===== config.mk =====
export PLATFORM = sky130hd
export DESIGN_NAME = bounded_element_set_flat
export DESIGN_NICKNAME = d
export VERILOG_FILES = /design/src/rtl/bes_pkg.sv /design/src/rtl/bes_if.sv /design/src/rtl/bes_ctrl.sv /design/src/rtl/bes_dp.sv /design/src/rtl/bounded_element_set.sv /design/src/flat_wrapper.sv
export SDC_FILE = /design/constraint.sdc
export NUM_CORES = 2
export LEC_CHECK = 0
export BUFFER_PORTS_ARGS = -buffer_cell sky130_fd_sc_hd__buf_4
export CORE_MARGIN = 1.5
export CORE_UTILIZATION = 40
export CTS_CLUSTER_SIZE = 28
export DETAILED_ROUTE_END_ITERATION = 10
export GPL_ROUTABILITY_DRIVEN = 0
export PLACE_DENSITY = 0.57
export RECOVER_POWER = 50
export SYNTH_ARGS = -nofsm -noshare
export SYNTH_HDL_FRONTEND = slang
export SYNTH_SLANG_ARGS = --single-unit

===== constraint.sdc =====
create_clock -name clk -period 10.6 [get_ports clk]
set_clock_uncertainty 0.2 [all_clocks]
set_input_delay 0.53 -clock clk [delete_from_list [all_inputs] [get_ports clk]]
set_output_delay 0.53 -clock clk [all_outputs]
set_load 0.01 [all_outputs]

===== src/rtl/bes_pkg.sv =====
// shared types and constants for the bounded element set
`timescale 1ns / 1ps

package bes_pkg;

  // store size and derived widths
  localparam int CAPACITY = 64;
  localparam int IDX_W    = (CAPACITY > 1) ? $clog2(CAPACITY) : 1;
  localparam int CNT_W    = $clog2(CAPACITY + 1);
  localparam int VALUE_W  = 32;
  localparam int OP_W     = 2;
  localparam int STATUS_W = 2;
  localparam int COUNT_W  = 7;

  // request codes
  localparam logic [OP_W-1:0] OP_ADD    = 2'd0;
  localparam logic [OP_W-1:0] OP_REMOVE = 2'd1;
  localparam logic [OP_W-1:0] OP_SEARCH = 2'd2;

  // result codes
  localparam logic [STATUS_W-1:0] ST_OK   = 2'd0;
  localparam logic [STATUS_W-1:0] ST_NONE = 2'd1;
  localparam logic [STATUS_W-1:0] ST_FULL = 2'd2;

  // controller to datapath commands
  typedef struct packed {
    logic capture;
    logic exec;
  } bes_cmd_t;

  // datapath to controller status
  typedef struct packed {
    logic res_busy;
  } bes_sts_t;

endpackage


===== src/rtl/bes_if.sv =====
// request and result channel interfaces
`timescale 1ns / 1ps

// request channel: one operation and its value per item
interface bes_req_if;
  logic                               valid;
  logic                               ready;
  logic [bes_pkg::OP_W-1:0]           op;
  logic signed [bes_pkg::VALUE_W-1:0] value;

  modport source (output valid, output op, output value, input ready);
  modport sink   (input valid, input op, input value, output ready);
endinterface

// result channel: outcome, count and empty flag per item
interface bes_res_if;
  logic                         valid;
  logic                         ready;
  logic [bes_pkg::STATUS_W-1:0] status;
  logic [bes_pkg::COUNT_W-1:0]  count;
  logic                         empty_res;

  modport source (output valid, output status, output count, output empty_res, input ready);
  modport sink   (input valid, input status, input count, input empty_res, output ready);
endinterface


===== src/rtl/bes_ctrl.sv =====
// controller: sequences compare and execute for each item
`timescale 1ns / 1ps

module bes_ctrl (
  input  logic               clk,
  input  logic               rst,
  input  logic               req_valid,
  output logic               req_ready,
  input  bes_pkg::bes_sts_t  sts,
  output bes_pkg::bes_cmd_t  cmd
);

  localparam logic ST_IDLE = 1'b0;
  localparam logic ST_EXEC = 1'b1;

  logic state;
  logic state_next;

  // handshake and commands
  always_comb begin
    req_ready   = (state == ST_IDLE);
    cmd.capture = req_valid && (state == ST_IDLE);
    cmd.exec    = (state == ST_EXEC) && !sts.res_busy;
  end

  // next state
  always_comb begin
    state_next = state;
    case (state)
      ST_IDLE: begin
        if (cmd.capture) state_next = ST_EXEC;
      end
      ST_EXEC: begin
        if (cmd.exec) state_next = ST_IDLE;
      end
      default: state_next = ST_IDLE;
    endcase
  end

  always_ff @(posedge clk) begin
    if (rst) begin
      state <= ST_IDLE;
    end else begin
      state <= state_next;
    end
  end

endmodule


===== src/rtl/bes_dp.sv =====
// datapath: register cells, parallel compare, shift-down and result register
`timescale 1ns / 1ps

module bes_dp (
  input  logic                               clk,
  input  logic                               rst,
  input  bes_pkg::bes_cmd_t                  cmd,
  output bes_pkg::bes_sts_t                  sts,
  input  logic [bes_pkg::OP_W-1:0]           req_op,
  input  logic signed [bes_pkg::VALUE_W-1:0] req_value,
  output logic                               res_valid,
  input  logic                               res_ready,
  output logic [bes_pkg::STATUS_W-1:0]       res_status,
  output logic [bes_pkg::COUNT_W-1:0]        res_count,
  output logic                               res_empty
);

  logic [bes_pkg::VALUE_W-1:0]  cells [bes_pkg::CAPACITY];
  logic [bes_pkg::CNT_W-1:0]    used;
  logic [bes_pkg::CNT_W-1:0]    used_next;
  logic [bes_pkg::OP_W-1:0]     op_q;
  logic [bes_pkg::VALUE_W-1:0]  value_q;
  logic [bes_pkg::CAPACITY-1:0] match;
  logic [bes_pkg::CAPACITY-1:0] match_q;
  logic [bes_pkg::CAPACITY-1:0] shift;
  logic                         found;
  logic                         full;
  logic                         do_add;
  logic                         do_remove;
  logic [bes_pkg::STATUS_W-1:0] status_next;

  // per-cell compare against the incoming value, masked to held entries,
  // and the shift mask: cells at or above the matching one move down
  for (genvar i = 0; i < bes_pkg::CAPACITY; i++) begin : g_cmp
    assign match[i] = (cells[i] == req_value) && (used > bes_pkg::CNT_W'(i));
    assign shift[i] = |match_q[i:0];
  end

  // outcome of the captured request
  always_comb begin
    found       = |match_q;
    full        = (used == bes_pkg::CNT_W'(bes_pkg::CAPACITY));
    do_add      = 1'b0;
    do_remove   = 1'b0;
    status_next = bes_pkg::ST_NONE;
    case (op_q)
      bes_pkg::OP_ADD: begin
        if (found) begin
          status_next = bes_pkg::ST_NONE;
        end else if (full) begin
          status_next = bes_pkg::ST_FULL;
        end else begin
          status_next = bes_pkg::ST_OK;
          do_add      = 1'b1;
        end
      end
      bes_pkg::OP_REMOVE: begin
        if (found) begin
          status_next = bes_pkg::ST_OK;
          do_remove   = 1'b1;
        end
      end
      bes_pkg::OP_SEARCH: begin
        status_next = found ? bes_pkg::ST_OK : bes_pkg::ST_NONE;
      end
      default: status_next = bes_pkg::ST_NONE;
    endcase

    used_next = used;
    if (do_add)    used_next = used + 1'b1;
    if (do_remove) used_next = used - 1'b1;
  end

  // cell update: shift down on remove, append at the end on add
  for (genvar i = 0; i < bes_pkg::CAPACITY; i++) begin : g_cell
    if (i < bes_pkg::CAPACITY - 1) begin : g_mid
      always_ff @(posedge clk) begin
        if (cmd.exec && do_remove && shift[i]) begin
          cells[i] <= cells[i + 1];
        end else if (cmd.exec && do_add && (used[bes_pkg::IDX_W-1:0] == bes_pkg::IDX_W'(i))) begin
          cells[i] <= value_q;
        end
      end
    end else begin : g_last
      always_ff @(posedge clk) begin
        if (cmd.exec && do_add && (used[bes_pkg::IDX_W-1:0] == bes_pkg::IDX_W'(i))) begin
          cells[i] <= value_q;
        end
      end
    end
  end

  // request capture
  always_ff @(posedge clk) begin
    if (cmd.capture) begin
      op_q    <= req_op;
      value_q <= req_value;
      match_q <= match;
    end
  end

  // element count
  always_ff @(posedge clk) begin
    if (rst) begin
      used <= '0;
    end else if (cmd.exec) begin
      used <= used_next;
    end
  end

  // result payload
  always_ff @(posedge clk) begin
    if (cmd.exec) begin
      res_status <= status_next;
      res_count  <= bes_pkg::COUNT_W'(used_next);
      res_empty  <= (used_next == '0);
    end
  end

  // result valid
  always_ff @(posedge clk) begin
    if (rst) begin
      res_valid <= 1'b0;
    end else if (cmd.exec) begin
      res_valid <= 1'b1;
    end else if (res_ready) begin
      res_valid <= 1'b0;
    end
  end

  assign sts.res_busy = res_valid && !res_ready;

endmodule


===== src/rtl/bounded_element_set.sv =====
// top level: set of distinct values in register cells with parallel compare
// flow: an accepted request item is captured with its compare result, then the result is
//   registered in the execute state; one item is handled at a time (compare, then execute);
//   execute waits while an earlier result is still held on the result channel
// reset: rst (synchronous) empties the set and drops result valid;
//   cell contents are not cleared, entries at or above the count are ignored
`timescale 1ns / 1ps

module bounded_element_set (
  input logic          clk,
  input logic          rst,
  bes_req_if.sink      req,
  bes_res_if.source    res
);

  bes_pkg::bes_cmd_t cmd;
  bes_pkg::bes_sts_t sts;

  // sequencing
  bes_ctrl u_ctrl (
    .clk       (clk),
    .rst       (rst),
    .req_valid (req.valid),
    .req_ready (req.ready),
    .sts       (sts),
    .cmd       (cmd)
  );

  // cells, compare and result register
  bes_dp u_dp (
    .clk        (clk),
    .rst        (rst),
    .cmd        (cmd),
    .sts        (sts),
    .req_op     (req.op),
    .req_value  (req.value),
    .res_valid  (res.valid),
    .res_ready  (res.ready),
    .res_status (res.status),
    .res_count  (res.count),
    .res_empty  (res.empty_res)
  );

endmodule


===== src/flat_wrapper.sv =====
// flat-port wrapper written by rule: the top's interface ports become plain ports
module bounded_element_set_flat 
  (clk, rst, req_valid, req_op, req_value, req_ready, res_valid, res_status, res_count, res_empty_res, res_ready);
  bes_req_if req_i ();
  bes_res_if res_i ();
  input logic clk;
  input logic rst;
  input wire logic [$bits(req_i.valid)-1:0] req_valid;
  input wire logic [$bits(req_i.op)-1:0] req_op;
  input wire logic [$bits(req_i.value)-1:0] req_value;
  output wire logic [$bits(req_i.ready)-1:0] req_ready;
  output wire logic [$bits(res_i.valid)-1:0] res_valid;
  output wire logic [$bits(res_i.status)-1:0] res_status;
  output wire logic [$bits(res_i.count)-1:0] res_count;
  output wire logic [$bits(res_i.empty_res)-1:0] res_empty_res;
  input wire logic [$bits(res_i.ready)-1:0] res_ready;
  assign req_i.valid = req_valid;
  assign req_i.op = req_op;
  assign req_i.value = req_value;
  assign req_ready = req_i.ready;
  assign res_valid = res_i.valid;
  assign res_status = res_i.status;
  assign res_count = res_i.count;
  assign res_empty_res = res_i.empty_res;
  assign res_i.ready = res_ready;
  bounded_element_set u_core (.clk(clk), .rst(rst), .req(req_i), .res(res_i));
endmodule

==> impl_metrics.yaml <==
sta:
  grt_setup_unrepaired: "false"
  slew_headroom_pct: -371
  final_number_of_hold_violating_endpoints: 0
  worst_pin_slew_ns: 7.07
  final.min_clock_period_ns: 8.42
  hold_slack_ns: 0.131
  setup_viol: 0
  layout_worst_path_cycle_share_pct: 79.4
  maxSlewViolCount: 4254
  max_clock_freq_mhz: 119
  finalSetupTns_ns: 0
job:
  max_capacitance_violation_count: 138
finish:
  final_nets: 8050
  post_route_cells_drive_above_1_share_pct: 29.5
  synthToLayoutAreaGrowth_pct: 10.2
power_and_ir_drop:
  p_total_uw: 19600
  ir_worst_vdd_uv: 148
  leakage_uw: 0.0384
  power_density_over_the_cells_nw_per_um2: 154
min_path:
  min-delay-path-class: "in -> reg"
place:
  dp_hpwl_um: 280000
  buffers_added_on_ports: 49
detailed_routing:
  total_wirelength_of_the_detailed_routed_design_um: 435000
  viasPerCell: 6.05
  drt-pass1-iter-count: 11
  via_count: 72500
  postRouteAntennaNets: 0
  wire_per_inst_um: 36.3
  detail_route.iter0.violations: 9445
  drc_errors: 0
cts:
  cts-buffers-inserted: 244
  cts.reportedPaths.clkPinSlew_ns: 0.06
  post_cts_buffers: 0
  cts_max_path_buffers: 4
  cts-root-buf: "clkbuf_16"
  ctsResizeCount: 0
  htree_levels: 4
  tritoncts: "yes"
  cts_sinks: 2165
  hold_buf_cts: 17
  insertion_delay_ns: 0.96
synth:
  netlist-cell-type-count: 52
  synth_top_cells_by_area: "edfxtp_1 56%, mux2_2 19%, xor2_1 12%"
  ys_async_sr_fraction_pct: 0
  synth_sequential_area_ratio_pct: 56.2
  yosys.area.top_type_share_pct: 56.1
  synth_area_leader_cell: "edfxtp_1"
  synth-edff-count: 2156
  syn_avg_cell_area_um2: 14.2
  synth-seq-cells: 2165
  yosys_warnings: 0
  synth.net_count: 8154
  cell_area_synth_um2: 115000
  ys_dominant_reg_cell: "edfxtp_1"
  synthesis.instances: 8108
status:
  failed_checks: "capacitance limit, slew limit"
  status: "finished, violations left"
worst_setup_path:
  cp_max_fo: 50
  critPathRequiredTime_ns: 10.94
  cells_along_the_critical_path: "clkbuf_1 -> clkbuf_1 -> xnor2_1 -> nand4_1 -> nor4_1 -> nand4_1 -> nor4_1"
  arrival_worst_endpoint_ns: 8.76
  critical_path_class: "in -> reg"
  critical-path-slowest-cell: "clkbuf_1"
  crit_path_max_incr_delay_ns: 4.54
  critical_path.endpoint_type: "register"
  start_kind: "primary input"
grt:
  grt_use_total_pct: 29.0
  grt_antenna_before_repair: 38
  grt_max_degree: 62
  first_global_vias: 73500
  grt_overflow_total: 0
  grt_pass1_wl_um: 597000
die:
  start_util_pct: 40.1
  core_region_area_um2: 288000
  die_height_um: 540
  std_cell_rows: 197
  die_width_um: 540
  die-area_um2: 292000
  ioPinCount: 50
==> final cells by class <==
type / count / area [um^2]
Inverter: 8 / 30.0
Sequential cell: 2165 / 64900
Antenna cell: 12 / 30.0
Multi-Input combinational cell: 5247 / 47900
Timing Repair Buffer: 338 / 2130
Clock inverter: 139 / 1100
Tap cell: 3781 / 4730
Clock buffer: 305 / 6460
Fill cell: 25700 / 160000
==> stage by stage <==
step | utilization, % | instance area, um^2 | setup WS, ns | instances
floorplan | - | 115000 | 4.78 | 8108
global placement | 41.8 | 120000 | 4.61 | 11500
detailed placement | 41.8 | 120000 | 4.35 | 11500
CTS | 44.5 | 128000 | 4.34 | 12000
global route | 44.2 | 127000 | 2.48 | 12000
finish | 44.2 | 127000 | 2.18 | 12000
==> worst max-delay path, delay by kind of cell <==
kind | cells | cell delay (ns)
XOR/XNOR | 1 | 0.33
AND/OR/NAND/NOR | 4 | 1.69
buffers and inverters | 2 | 5.99
==> layer usage <==
metal | part of all wire, % | track usage [%] | vias to the layer above
met2 | 45 | 45.5 | 3889
met5 | 0.020 | 0 | -
met3 | 8.6 | 5.54 | 1017
li1 | - | - | 29900
met1 | 41 | 39.4 | 37800
met4 | 4.8 | 11.9 | 12
==> synthesized netlist by cell type (6+ instances only) <==
master     number
edfxtp_1     2156
mux2_2       1900
xor2_1       1596
xnor2_1       458
nor4_1        450
clkbuf_1      423
nand4_1       207
buf_1         152
mux2_1        118
nand2_1        95
o21ai_0        71
nor3_1         65
buf_2          58
buf_4          55
nor2_1         51
nand3_1        45
a21oi_1        23
nor2_2         18
o22ai_1        18
and2_1         16
a31oi_1        13
and3_1         11
dfxtp_1         9
ha_1            8
inv_1           8
or4_1           8
a2111oi_0       7
nand2b_1        7
nor2b_1         6
or3_1           6
==> worst paths after layout <==
kind	slack, ns	endpoint	startpoint	cells after the start
worst max-delay path	2.18	u_core.u_dp.match_q[48]$_DFFE_PP_	req_value[26]	7
worst min-delay path	0.13	u_core.u_dp.match_q[57]$_DFFE_PP_	req_value[24]	4
worst max register to register	2.79	u_core.u_dp.cells[1][370]$_DFFE_PP_	u_core.u_dp.match_q[0]$_DFFE_PP_	9
worst min register to register	0.37	u_core.u_dp.cells[0][522]$_DFFE_PP_	u_core.u_dp.cells[0][554]$_DFFE_PP_	1
==> power breakdown <==
group,switching [uW],total (uW),internal [uW]
combinational,1200,1610,409
sequential,140,9670,9530
clock,3650,8320,4670
==> state kept, by name, indices dropped and copies added (netlist names) <==
register	flops
u_core.u_ctrl.state	1
u_core.u_dp.cells	2048
u_core.u_dp.match_q	64
u_core.u_dp.op_q	2
u_core.u_dp.res_count	7
u_core.u_dp.res_empty	1
u_core.u_dp.res_status	2
u_core.u_dp.res_valid	1
u_core.u_dp.used	7
u_core.u_dp.value_q	32
==> placed cells by master (no fill, tap or decap), drive strengths merged, types with 71 or more instances in the layout <==
master,count
buf,165
nor4,452
clkbuf,461
xnor2,458
o21ai,71
mux2,2018
clkinv,105
nand4,207
nand2,97
xor2,1596
edfxtp,2156
==> cell families (layout without fill, tap and decap cells) <==
logic type	after synthesis	count (layout)	share of synthesized area [%]
buffers and inverters	696	790	2.50
DFF	2165	2165	56.2
adders and majority gates	8	8	0.0867
AOI/OAI and AO/OA	164	164	0.857
other	0	12	0
muxes	2018	2018	19.7
and+or+nand+nor	1003	1003	5.05
xor gates and xnor gates	2054	2054	15.6
No activity file was read; power rests on OpenSTA's default activity.
